--- src/design/assert_macros.svh ---
// ----------------------------------------------------------------------------
// assert_macros: shared concurrent assertion macros
// Implication forms on the rising clock edge, disabled while in reset.
// ----------------------------------------------------------------------------
`ifndef ASSERT_MACROS_SVH
`define ASSERT_MACROS_SVH

// ante holds in a cycle -> cons holds in the same cycle
`define ASSERT_IMPL(label, clk, rst_n, ante, cons, msg) \
	label: assert property (@(posedge clk) disable iff (!(rst_n)) (ante) |-> (cons)) \
		else $error(msg);

// ante holds in a cycle -> cons holds in the next cycle
`define ASSERT_NEXT(label, clk, rst_n, ante, cons, msg) \
	label: assert property (@(posedge clk) disable iff (!(rst_n)) (ante) |=> (cons)) \
		else $error(msg);

`endif

--- src/design/ss_pkg.sv ---
// ----------------------------------------------------------------------------
// ss_pkg: shared types and constants of the substring search block
// Sizes of the pattern window and position counter, register codes and the
// structs passed between the window chain and the string tracker.
// ----------------------------------------------------------------------------
package ss_pkg;

	localparam int MAX_PATTERN    = 16;
	localparam int WINDOW_DEPTH   = MAX_PATTERN - 1;
	localparam int MAX_STRING_LEN = 65536;
	localparam int POS_W          = $clog2(MAX_STRING_LEN) + 1;
	localparam int PLEN_W         = $clog2(MAX_PATTERN + 1);
	localparam int PIDX_W         = $clog2(MAX_PATTERN);
	localparam int IDX_W          = 16;
	localparam int CHAR_W         = 8;
	localparam int CFG_W          = 64;
	localparam int CFG_IDX_W      = 2;
	localparam int OUT_DATA_W     = 40;

	typedef enum logic [CFG_IDX_W-1:0] {
		REG_PAT_LOW  = 2'd0,
		REG_PAT_HIGH = 2'd1,
		REG_PAT_LEN  = 2'd2
	} cfg_reg_t;

	typedef logic [CHAR_W-1:0] char_t;

	// one accepted input item as seen by the tracker
	typedef struct packed {
		logic valid;
		logic has_char;
		logic last;
		logic win_hit;
	} step_t;

	typedef struct packed {
		logic             too_long;
		logic             ends_match;
		logic             starts_match;
		logic [IDX_W-1:0] last_index;
		logic [IDX_W-1:0] first_index;
		logic             found;
	} result_t;

endpackage

--- src/design/ss_cell.sv ---
// ----------------------------------------------------------------------------
// ss_cell: one window cell
// Holds one recent character, hands it to the next cell on every shift and
// compares it against the pattern byte aligned to its place.
// ----------------------------------------------------------------------------
module ss_cell (
	input  logic          clk,
	input  logic          shift,
	input  ss_pkg::char_t char_in,
	input  ss_pkg::char_t pat_byte,
	input  logic          active,
	output ss_pkg::char_t char_q,
	output logic          eq
);

	always_ff @(posedge clk) begin
		if (shift) begin
			char_q <= char_in;
		end
	end

	// cells beyond the pattern length always agree
	assign eq = !active || (char_q == pat_byte);

endmodule

--- src/design/ss_tracker.sv ---
// ----------------------------------------------------------------------------
// ss_tracker: per-string match bookkeeping
// Counts characters, records first and last match start, start and end
// matches and overflow, and forms the result on the closing item.
// ----------------------------------------------------------------------------
`include "assert_macros.svh"

module ss_tracker (
	input  logic                       clk,
	input  logic                       arst_n,
	input  ss_pkg::step_t              step,
	input  logic [ss_pkg::PLEN_W-1:0]  plen,
	output logic                       res_valid,
	output ss_pkg::result_t            res
);

	localparam logic [ss_pkg::POS_W-1:0] POS_MAX = ss_pkg::POS_W'(ss_pkg::MAX_STRING_LEN);

	logic [ss_pkg::POS_W-1:0] pos_q, pos_n, pos_inc, plen_ext, diff;
	logic [ss_pkg::IDX_W-1:0] first_q, first_n, last_q, last_n;
	logic any_q, any_n, start_q, start_n, latest_q, latest_n, ovf_q, ovf_n;
	logic hit, in_range, empty;

	always_comb begin
		pos_inc  = pos_q + ss_pkg::POS_W'(1);
		plen_ext = ss_pkg::POS_W'(plen);
		diff     = pos_inc - plen_ext;
		hit      = step.win_hit && (pos_inc >= plen_ext);
		in_range = pos_q < POS_MAX;

		pos_n    = pos_q;
		first_n  = first_q;
		last_n   = last_q;
		any_n    = any_q;
		start_n  = start_q;
		latest_n = latest_q;
		ovf_n    = ovf_q;
		if (step.has_char) begin
			latest_n = hit;
			if (in_range) begin
				if (hit) begin
					if (!any_q) begin
						first_n = diff[ss_pkg::IDX_W-1:0];
					end
					last_n = diff[ss_pkg::IDX_W-1:0];
					any_n  = 1'b1;
					if (pos_inc == plen_ext) begin
						start_n = 1'b1;
					end
				end
				pos_n = pos_inc;
			end else begin
				ovf_n = 1'b1;
			end
		end

		empty     = (pos_n == '0) && !ovf_n;
		res_valid = step.valid && step.last;
		if (plen == '0) begin
			res.found        = empty;
			res.first_index  = '0;
			res.last_index   = '0;
			res.starts_match = empty;
			res.ends_match   = 1'b1;
		end else begin
			res.found        = any_n;
			res.first_index  = any_n ? first_n : '0;
			res.last_index   = any_n ? last_n : '0;
			res.starts_match = start_n;
			res.ends_match   = latest_n && (pos_n != '0);
		end
		res.too_long = ovf_n;
	end

	always_ff @(posedge clk or negedge arst_n) begin
		if (!arst_n) begin
			pos_q    <= '0;
			first_q  <= '0;
			last_q   <= '0;
			any_q    <= 1'b0;
			start_q  <= 1'b0;
			latest_q <= 1'b0;
			ovf_q    <= 1'b0;
		end else if (step.valid && step.last) begin
			// close the string: clear for the next one
			pos_q    <= '0;
			first_q  <= '0;
			last_q   <= '0;
			any_q    <= 1'b0;
			start_q  <= 1'b0;
			latest_q <= 1'b0;
			ovf_q    <= 1'b0;
		end else if (step.valid) begin
			pos_q    <= pos_n;
			first_q  <= first_n;
			last_q   <= last_n;
			any_q    <= any_n;
			start_q  <= start_n;
			latest_q <= latest_n;
			ovf_q    <= ovf_n;
		end
	end

	`ASSERT_IMPL(a_pos_bound, clk, arst_n, 1'b1, pos_q <= POS_MAX, "position beyond saturation")
	`ASSERT_IMPL(a_ovf_sat, clk, arst_n, ovf_q, pos_q == POS_MAX, "overflow without saturated position")
	`ASSERT_NEXT(a_close_clear, clk, arst_n, step.valid && step.last, (pos_q == '0) && !any_q && !ovf_q, "string state not cleared")

endmodule

--- src/design/substring_search.sv ---
// ----------------------------------------------------------------------------
// substring_search: streamed substring search against a stored pattern
// Characters of a string arrive one per transaction and are matched against
// a pattern of up to 16 bytes through a chain of window cells.
// ----------------------------------------------------------------------------
// Usage:
//   Write pattern_bytes_low (index 0), pattern_bytes_high (index 1) and
//   pattern_length (index 2) through cfg_we/cfg_index/cfg_data while idle.
//   Send a string on s_axis: tdata = character, tuser = character present,
//   tlast = final transaction of the string. An item with tuser low and
//   tlast high closes an empty string; tuser low and tlast low is ignored.
//   One result per string leaves on m_axis, registered into the output or
//   skid entry on the closing transaction; other transactions produce nothing.
//   Throughput: one transaction per cycle while s_axis_tready is high; the
//   window compare over all cells and the tracker update settle in the accept cycle.
//   An output register plus a skid entry hold up to two results; s_axis
//   tready drops only while the skid entry is occupied, i.e. after a result
//   was produced while m_axis was stalled with a result already waiting.
//   Reset clears the pattern registers, the string state and both result
//   entries; no clearing pass is needed afterward.
// ----------------------------------------------------------------------------
`include "assert_macros.svh"

module substring_search (
	input  logic                              clk,
	input  logic                              arst_n,
	input  logic                              cfg_we,
	input  logic [ss_pkg::CFG_IDX_W-1:0]      cfg_index,
	input  logic [ss_pkg::CFG_W-1:0]          cfg_data,
	input  logic                              s_axis_tvalid,
	output logic                              s_axis_tready,
	input  logic [ss_pkg::CHAR_W-1:0]         s_axis_tdata,  // char_value
	input  logic                              s_axis_tuser,  // has_char
	input  logic                              s_axis_tlast,  // end_of_string
	output logic                              m_axis_tvalid,
	input  logic                              m_axis_tready,
	// found, first_index, last_index, starts_match, ends_match, too_long, zero fill
	output logic [ss_pkg::OUT_DATA_W-1:0]     m_axis_tdata
);

	localparam int RES_W = $bits(ss_pkg::result_t);

	logic [ss_pkg::CFG_W-1:0]   pat_low_q, pat_high_q;
	logic [ss_pkg::PLEN_W-1:0]  len_q, plen;
	ss_pkg::char_t              pat [ss_pkg::MAX_PATTERN];
	ss_pkg::char_t              aligned [ss_pkg::MAX_PATTERN];
	logic [ss_pkg::MAX_PATTERN-1:0] active, eq;
	ss_pkg::char_t              chain [ss_pkg::WINDOW_DEPTH+1];
	logic                       accept, shift, win_hit;
	ss_pkg::step_t              step;
	logic                       res_valid;
	ss_pkg::result_t            res, out_q, skid_q;
	logic                       out_valid_q, skid_valid_q, take;

	// configuration registers
	always_ff @(posedge clk or negedge arst_n) begin
		if (!arst_n) begin
			pat_low_q  <= '0;
			pat_high_q <= '0;
			len_q      <= '0;
		end else if (cfg_we) begin
			unique case (cfg_index)
				ss_pkg::REG_PAT_LOW:  pat_low_q  <= cfg_data;
				ss_pkg::REG_PAT_HIGH: pat_high_q <= cfg_data;
				ss_pkg::REG_PAT_LEN:  len_q      <= cfg_data[ss_pkg::PLEN_W-1:0];
				default: ;
			endcase
		end
	end

	// align the pattern so that cell k sees the byte k places before its end
	always_comb begin
		logic [ss_pkg::PLEN_W-1:0] sel;
		plen = (len_q > ss_pkg::PLEN_W'(ss_pkg::MAX_PATTERN))
			? ss_pkg::PLEN_W'(ss_pkg::MAX_PATTERN) : len_q;
		for (int k = 0; k < ss_pkg::MAX_PATTERN; k++) begin
			if (k < 8) begin
				pat[k] = pat_low_q[8*k +: 8];
			end else begin
				pat[k] = pat_high_q[8*(k-8) +: 8];
			end
		end
		for (int k = 0; k < ss_pkg::MAX_PATTERN; k++) begin
			sel        = plen - ss_pkg::PLEN_W'(k) - ss_pkg::PLEN_W'(1);
			aligned[k] = pat[sel[ss_pkg::PIDX_W-1:0]];
			active[k]  = ss_pkg::PLEN_W'(k) < plen;
		end
	end

	assign s_axis_tready = !skid_valid_q;
	assign accept        = s_axis_tvalid && s_axis_tready;
	assign shift         = accept && s_axis_tuser;

	// newest character compares at the head of the chain
	assign chain[0] = s_axis_tdata;
	assign eq[0]    = !active[0] || (s_axis_tdata == aligned[0]);

	for (genvar g = 1; g <= ss_pkg::WINDOW_DEPTH; g++) begin : g_cell
		ss_cell u_cell (
			.clk      (clk),
			.shift    (shift),
			.char_in  (chain[g-1]),
			.pat_byte (aligned[g]),
			.active   (active[g]),
			.char_q   (chain[g]),
			.eq       (eq[g])
		);
	end

	assign win_hit = (plen != '0) && (&eq);

	assign step.valid    = accept;
	assign step.has_char = s_axis_tuser;
	assign step.last     = s_axis_tlast;
	assign step.win_hit  = win_hit;

	ss_tracker u_tracker (
		.clk       (clk),
		.arst_n    (arst_n),
		.step      (step),
		.plen      (plen),
		.res_valid (res_valid),
		.res       (res)
	);

	// output register with one skid entry
	assign take = out_valid_q && m_axis_tready;

	always_ff @(posedge clk or negedge arst_n) begin
		if (!arst_n) begin
			out_valid_q  <= 1'b0;
			skid_valid_q <= 1'b0;
		end else if (skid_valid_q) begin
			if (take) begin
				skid_valid_q <= 1'b0;
			end
		end else if (res_valid) begin
			if (out_valid_q && !take) begin
				skid_valid_q <= 1'b1;
			end else begin
				out_valid_q <= 1'b1;
			end
		end else if (take) begin
			out_valid_q <= 1'b0;
		end
	end

	always_ff @(posedge clk) begin
		if (skid_valid_q) begin
			if (take) begin
				out_q <= skid_q;
			end
		end else if (res_valid) begin
			if (out_valid_q && !take) begin
				skid_q <= res;
			end else begin
				out_q <= res;
			end
		end
	end

	assign m_axis_tvalid = out_valid_q;
	assign m_axis_tdata  = {(ss_pkg::OUT_DATA_W - RES_W)'(0), out_q};

	`ASSERT_IMPL(a_skid_behind_out, clk, arst_n, skid_valid_q, out_valid_q, "skid entry without output entry")

endmodule

--- config.mk ---
export PLATFORM = sky130hd
export DESIGN_NAME = substring_search
export DESIGN_NICKNAME = d
export VERILOG_FILES = /design/src/design/ss_pkg.sv /design/src/design/ss_cell.sv /design/src/design/ss_tracker.sv /design/src/design/substring_search.sv
export VERILOG_INCLUDE_DIRS = /design/src /design/src/design
export SDC_FILE = /design/constraint.sdc
export NUM_CORES = 1
export LEC_CHECK = 0
export ABC_AREA = 1
export BUFFER_PORTS_ARGS = -buffer_cell sky130_fd_sc_hd__buf_2
export CAP_MARGIN = 20
export CORE_MARGIN = 8
export CORE_UTILIZATION = 30
export CTS_CLUSTER_SIZE = 14
export DETAILED_ROUTE_END_ITERATION = 16
export SLEW_MARGIN = 20
export SYNTH_ARGS = -nofsm -noshare
export SYNTH_HDL_FRONTEND = slang
export SYNTH_SLANG_ARGS = --single-unit
--- constraint.sdc ---
create_clock -name clk -period 6.1 [get_ports clk]
set_input_delay 0.61 -clock clk [delete_from_list [all_inputs] [get_ports clk]]
set_output_delay 0.61 -clock clk [all_outputs]
set_load 0.01 [all_outputs]
==> metrics, run 1 <==
Num Clock Sinks between 300 and 400; relative max-transition margin roughly two fifths; cell accounting for the most synthesized area sky130_fd_sc_hd__edfxtp_1; Async SR Flop Fraction between 40 and 50%; initial detailed-routing violation count about 2800; hold depth 1; count of mapped cells out of synthesis between 3000 and 4000; floorplan core area ~84000 sq um; Worst Hold End g_cell[1].u_cell.char_q[5]; Fin Clk Skew approximately 0.023 ns; DIE HEIGHT slightly above 300 um; clock latency reported for the late side of the worst-skew pair between 0.5 and 0.6 ns; share of power burned in combinational logic between 40% and 50%; data arrival time of the worst path between 5 and 6 ns; cell with the largest stage delay on the worst path sky130_fd_sc_hd__o21ai_2; Final period util a little over four fifths; switching share of power 48.2%; most used standard cells in the synthesized netlist sky130_fd_sc_hd__nand2_1, sky130_fd_sc_hd__nand3_1, sky130_fd_sc_hd__inv_1; initial standard-cell utilization of the core 30.3%; worst setup path category register to register; Worst Tran Pin Value slightly above 0.9 ns; TritonCTS buffer count 41; setup_tns 0 ns; flops & latches, synth 380; syn_area_per_cell 6.87 sq um; Post-synth EDFFs between 150 and 200; Cell Area, Synth about 25000 sq um; power density over the cells around 420 nW/um^2; Hold Startpoint s_axis_tdata[5]; share of power burned in the clock network about 22%; Cell Int Power approximately 0.0062 W; largest vdd supply drop ~290 uV; DRC viols 0; worst path cell trace nor2_1 -> inv_1 -> o21ai_2 -> inv_1 -> nand3_1 -> nand2_1 -> nand2_1 -> nand2_1 -> a21oi_1 -> nand2_1 -> nor2_1 -> nand2_1 -> nand2_1 -> nand4_1 -> nor2_4 -> nand3_4 -> buf_4 -> nand2_1 -> nand2_1 -> nand3_1 -> nand2_1; Global Route Usage Sum 22.3%; post-route worst setup slack 0.948 ns; Detailed Route WL 107 mm; final-layout fill cell count between 9000 and 10000; worst endpoint required time about 6.4 ns; sum of overflow across all layers after global routing 0; Die ar. roughly 94000 sq um; number of placement rows between 100 and 150; net load switching power around 0.0058 W; worst hold path type input port to register; Vias ~26000; cell types with the largest area share after synthesis sky130_fd_sc_hd__edfxtp_1, sky130_fd_sc_hd__nand2_1, sky130_fd_sc_hd__dfrtp_1; timing startpoint of the critical path len_q[4]; count of synthesis-stage warnings from yosys 0; remaining antenna violation count after routing 0; leakage power between 10 and 15 nW; time the final worst path needs with I/O delays and setup ~5.2 ns; maximum fanout encountered on the critical timing path 17; Yosys top cell area share between 20% and 30%; number of placed I/O pins between 100 and 150; count of endpoints failing setup in the final report 0; predominant post-synthesis flop cell sky130_fd_sc_hd__edfxtp_1; via count of the first global-routing pass about 25000; Max Transition Viols Final 0; count of cell types in the netlist 45; cell with the most instances after synthesis sky130_fd_sc_hd__nand2_1; maximum level of the CTS H-tree 2; relative contribution of sequential cells to total power roughly 29%; critical path startpoint category register; Placed Area ~27000 sq um; TritonCTS clock tree built; worst reg2reg path endpoint m_axis_tdata[25]; clock root cell sky130_fd_sc_hd__clkbuf_16; sort of element at the end of the critical path register; drt pass-1 iters 6; maximum clock rate about 190 MHz; number of antenna violations at the first check in global routing 4; largest stage delay on the critical path approximately 0.69 ns; number of port buffers 118; clock slew at the register clock pins of the worst setup and hold paths approximately 0.060 ns; GPL Wtd Cong 1.07; routed length per instance roughly 22 um; Max clock buf depth 3; final count of hold timing violations 0; Largest delay share family, worst path simple AND/OR/NAND/NOR gates; Overall Power ~0.012 W; Final HPWL DP around 81 mm; setup slack of the worst register-to-register path between 0.9 and 1 ns; worst setup slack before clock tree synthesis between 1 and 1.5 ns; most used cell along the critical path sky130_fd_sc_hd__nand2_1; routed vias/inst approximately 5.3; net count reported at finish around 3800; finished layout cell area approximately 28000 sq um; first-pass GRT wire length 158 mm; hold slack approximately 0.24 ns; maximum number of pins on one net before global-route repair between 150 and 200; buffers plus inverters on the worst setup path 3; area delta synth->final 12.3%; unrepaired setup endpoints after global routing no; depth of the worst register-to-register path 21; total of max-cap violations 0; share of layout cells above drive strength 1 between 7 and 8%; sequential share of the synthesized area between 40% and 50%; status complete, no violations; worst reg2reg startpoint len_q[4]; Horiz. Die Dim about 310 um
## flip-flops by register name (all words and copies together) (netlist names)
register              count
g_cell.u_cell.char_q    120
pat_low_q                64
m_axis_tvalid             1
skid_q                   36
u_tracker.any_q           1
u_tracker.ovf_q           1
len_q                     5
u_tracker.start_q         1
skid_valid_q              1
m_axis_tdata             36
u_tracker.last_q         16
u_tracker.pos_q          17
u_tracker.latest_q        1
pat_high_q               64
u_tracker.first_q        16
## worst register-to-register path: stages, from the launching register on
cell and delay (ns):
sky130_fd_sc_hd__dfrtp_1 0.57, sky130_fd_sc_hd__nor2_1 0.61, sky130_fd_sc_hd__inv_1 0.20, sky130_fd_sc_hd__o21ai_2 0.69, sky130_fd_sc_hd__inv_1 0.51, sky130_fd_sc_hd__nand3_1 0.25
sky130_fd_sc_hd__nand2_1 0.07, sky130_fd_sc_hd__nand2_1 0.06, sky130_fd_sc_hd__nand2_1 0.05, sky130_fd_sc_hd__a21oi_1 0.23, sky130_fd_sc_hd__nand2_1 0.16, sky130_fd_sc_hd__nor2_1 0.30
sky130_fd_sc_hd__nand2_1 0.11, sky130_fd_sc_hd__nand2_1 0.09, sky130_fd_sc_hd__nand4_1 0.15, sky130_fd_sc_hd__nor2_4 0.19, sky130_fd_sc_hd__nand3_4 0.11, sky130_fd_sc_hd__buf_4 0.25
sky130_fd_sc_hd__nand2_1 0.11, sky130_fd_sc_hd__nand2_1 0.07, sky130_fd_sc_hd__nand3_1 0.08, sky130_fd_sc_hd__nand2_1 0.06
## placed cells by master, fill, tap and decap left out, drive strengths merged, types with 2 or more instances in the layout
cell type,netlist,routed
diode,0,2
clkbuf,92,56
nand2,1358,1358
or2,4,4
nor3,6,6
nand4,32,32
xnor2,11,11
edfxtp,192,192
o22ai,12,12
nand3b,55,55
o21ai,177,177
o211ai,3,3
clkinv,1,10
xor2,27,27
a21oi,48,48
dfrtp,188,188
bufinv,0,3
a21o,6,6
nand3,941,941
conb,1,4
buf,105,175
inv,335,339
nor2,79,79
ha,10,10
clkinvlp,0,3
## per-layer routing
metal  share of wire [%]  routed length, um  GRT usage, %
met3                 7.7               8240          3.63
met2                  44              47700          35.7
met5               0.047                 51             0
met1                  38              41200          26.6
met4                 9.5              10200          17.5
## timing repair
action,CTS,global route
endpoints found under the hold margin,51,0
buffers inserted,0,0
hold buffers,1,0
resized for setup,0,0
## power groups by stage
stage	Combinational (W)	Clock (W)	Sequential [W]
5_1_grt	0.00641	0.00272	0.00351
3_5_place_dp	0.00573	0	0.00352
4_1_cts	0.00575	0.00262	0.00347
2_1_floorplan	0.00373	0	0.00340
3_3_place_gp	0.00571	0	0.00352
6_report	0.00590	0.00257	0.00348
## worst max-delay path by stage
stage / end / depth (start not counted)
after global placement: m_axis_tdata[30] / 24
after floorplan: g_cell[10].u_cell.char_q[0] / 3
after CTS: m_axis_tdata[25] / 27
after detailed placement: m_axis_tdata[25] / 27
final: m_axis_tdata[25] / 21
after global routing: m_axis_tdata[18] / 27
## through the flow
step	util, %	instances
after floorplan	-	3692
after global placement	32.3	4805
after detailed placement	32.3	4805
after CTS	34.0	4880
after global routing	34.0	4880
final	34.0	4882
## cell families (layout without fill, tap and decap cells)
group	after synthesis	count (layout)	share of synthesized area, %
compound gates	249	249	5.20
xor+xnor	38	38	1.49
fa+ha+maj	11	11	0.573
buf+inv	533	587	8.51
flops	380	380	41.3
other cells	1	6	0.0148
simple gates	2477	2477	42.9
## area by class of cell
| type | instances | area, sq um | share of cell area (%) |
|---|---|---|---|
| Antenna cell | 2 | 5.00 | 0.0176 |
| Clock buffer | 55 | 1140 | 4.01 |
| Clock inverter | 19 | 221 | 0.778 |
| Inverter | 336 | 1260 | 4.43 |
| Multi-Input combinational cell | 2779 | 12800 | 45.0 |
| Sequential cell | 380 | 10500 | 36.8 |
| Tap cell | 1134 | 1420 | 4.99 |
| Timing Repair Buffer | 177 | 1120 | 3.94 |
(Power assumes the default switching activity.)
==> inputs of run 2 (changes only) <==
Clock period 6.1 ns to 4.7 ns, I/O delays scaled along.
==> run 2 against run 1 <==
Against the previous run:
- setup slack got worse by 0.72 ns
- register-to-register slack worse by 0.72 ns
- count of clock-buffer cells in the layout grew 5
- cell count increased by 3.6%
- routed wire length increased by 7.4%
- via count is 2.1% higher
- fmax up 15%
- clock power grew 44%
- sequential power is 30% higher
- combinational power up 46%
- utilization rose by 2.3 points
==> metrics, run 2 (same netlist as run 1, synthesis figures left out) <==
post-route worst setup slack between 0.2 and 0.25 ns; most used cell along the critical path sky130_fd_sc_hd__nand2_1; GPL Wtd Cong about 1; unrepaired setup endpoints after global routing no; sum of overflow across all layers after global routing 0; relative max-transition margin a little under a third; number of placement rows 106; Largest delay share family, worst path simple AND/OR/NAND/NOR gates; setup_tns 0 ns; Worst Tran Pin Value roughly 1.0 ns; number of placed I/O pins 123; drt pass-1 iters 6; cell with the largest stage delay on the worst path sky130_fd_sc_hd__dfrtp_4; clock slew at the register clock pins of the worst setup and hold paths ~0.060 ns; most frequent standard cell in the layout excluding fill and tap cells sky130_fd_sc_hd__nand2_1; worst reg2reg startpoint len_q[0]; number of port buffers 118; worst setup path category register to register; time the final worst path needs with I/O delays and setup around 4.5 ns; Die ar. 94000 sq um; Vias around 27000; utilization after layout about 36%; initial standard-cell utilization of the core a little under a third; share of layout cells above drive strength 1 about 12%; leakage power between 10 and 15 nW; Detailed Route WL between 100 and 150 mm; first-pass GRT wire length 166 mm; register with the highest flop count g_cell.u_cell.char_q; TritonCTS buffer count 44; total of max-cap violations 0; Placed Area approximately 29000 sq um; number of antenna violations at the first check in global routing 1; routed length per instance between 20 and 25 um; DRC viols 0; Final HPWL DP 87.9 mm; clock latency reported for the late side of the worst-skew pair roughly 0.6 ns; worst endpoint required time between 5 and 6 ns; Horiz. Die Dim a little over 300 um; maximum clock rate 224 MHz; Max clock buf depth 3; count of buffers added by post-CTS timing repair for setup 0; Max Transition Viols Final 0; sequential cell area in the final layout approximately 10000 sq um; ant diodes 0; timing startpoint of the critical path len_q[0]; critical path startpoint category register; largest stage delay on the critical path about 0.52 ns; DIE HEIGHT approximately 310 um; buffers plus inverters on the worst setup path 5; floorplan core area 83700 sq um; maximum fanout encountered on the critical timing path 66; final-layout fill cell count between 8000 and 9000; worst hold path type input port to register; registers with the most flip-flops g_cell.u_cell.char_q: 120 flops, pat_high_q: 64 flops, pat_low_q: 64 flops; maximum number of pins on one net before global-route repair around 120; Multi-input gate area roughly 13000 sq um; largest vdd supply drop around 330 uV; finished layout cell area a little over 30000 sq um; Num Clock Sinks 380; status complete, no violations; remaining antenna violation count after routing 0; sort of element at the end of the critical path register; net count reported at finish between 3000 and 4000; commonest non-fill, non-tap cells in the layout sky130_fd_sc_hd__nand2_1, sky130_fd_sc_hd__nand3_1, sky130_fd_sc_hd__inv_1; power density over the cells 556 nW/um^2; routed vias/inst 5.26; data arrival time of the worst path between 4 and 5 ns; Final period util 95.1%; Global Route Usage Sum between 20% and 30%; TritonCTS clock tree built; Fin Clk Skew 0.0164 ns; maximum level of the CTS H-tree 2; count of endpoints failing setup in the final report 0; flip-flop count of the largest register, all copies and words added 120; worst setup slack before clock tree synthesis 0.207 ns; initial detailed-routing violation count 2779; clock root cell sky130_fd_sc_hd__clkbuf_16; final count of hold timing violations 0; via count of the first global-routing pass about 25000; Hold Startpoint s_axis_tdata[5]; area delta synth->final 19.7%
-- run 2: final timing paths --
check / to / slack, ns / cells after the start
worst min-delay path: g_cell[1].u_cell.char_q[5] / 0.12 / 1
min in group asynchronous: pat_low_q[31] / 0.42 / 2
worst max-delay path: skid_q[16] / 0.23 / 26
max in group asynchronous: len_q[0] / 3.18 / 3
worst max register to register: skid_q[16] / 0.23 / 26
worst min register to register: g_cell[15].u_cell.char_q[0] / 0.47 / 0
-- run 2: metrics by stage --
| step | instances | power, W | hold slack (ns) |
|---|---|---|---|
| global route | 5057 | 0.0178 | 0.112 |
| finish | 5057 | 0.0169 | 0.123 |
| floorplan | 3692 | 0.00925 | 0.174 |
| detailed placement | 4970 | 0.0129 | 0.456 |
| global placement | 4969 | 0.0129 | 0.457 |
| CTS | 5053 | 0.0167 | 0.0986 |
-- run 2: worst reg2reg max path, delay by kind of cell (launching register included) --
family	cells	cell delay [ns]
compound gates	2	0.39
buf+inv	5	1.03
simple gates	19	2.37
flops	1	0.52
-- run 2: power by group --
group	switching (W)	internal [W]	total [W]
logic	0.00593	0.00271	0.00864
registers	0.000457	0.00407	0.00453
clock network	0.00149	0.00220	0.00369
total	0.00788	0.00898	0.0169
-- run 2: layout make-up --
cell class              instances  share of cell area (%)
repair buffers                346                    9.08
clock inverters                22                   0.866
inverters                     336                    4.16
well taps                    1134                    4.68
multi-input cells            2779                    42.5
flip-flops and latches        380                    34.5
clock buffers                  60                    4.23
-- run 2: timing repair --
action                                 4_1_cts  5_1_grt
gates resized for setup                      0       24
hold buffers                                 1        0
setup endpoints to repair                    0       95
endpoints found under the hold margin       61        0
-- run 2: metal layers --
layer | up-vias | track usage [%] | part of all wire [%]
li1 | 12600 | - | -
met1 | 12400 | 29.7 | 39
met2 | 1332 | 37.9 | 45
met3 | 322 | 3.17 | 7.8
met4 | 0 | 15.8 | 8.3
met5 | - | 0 | 0
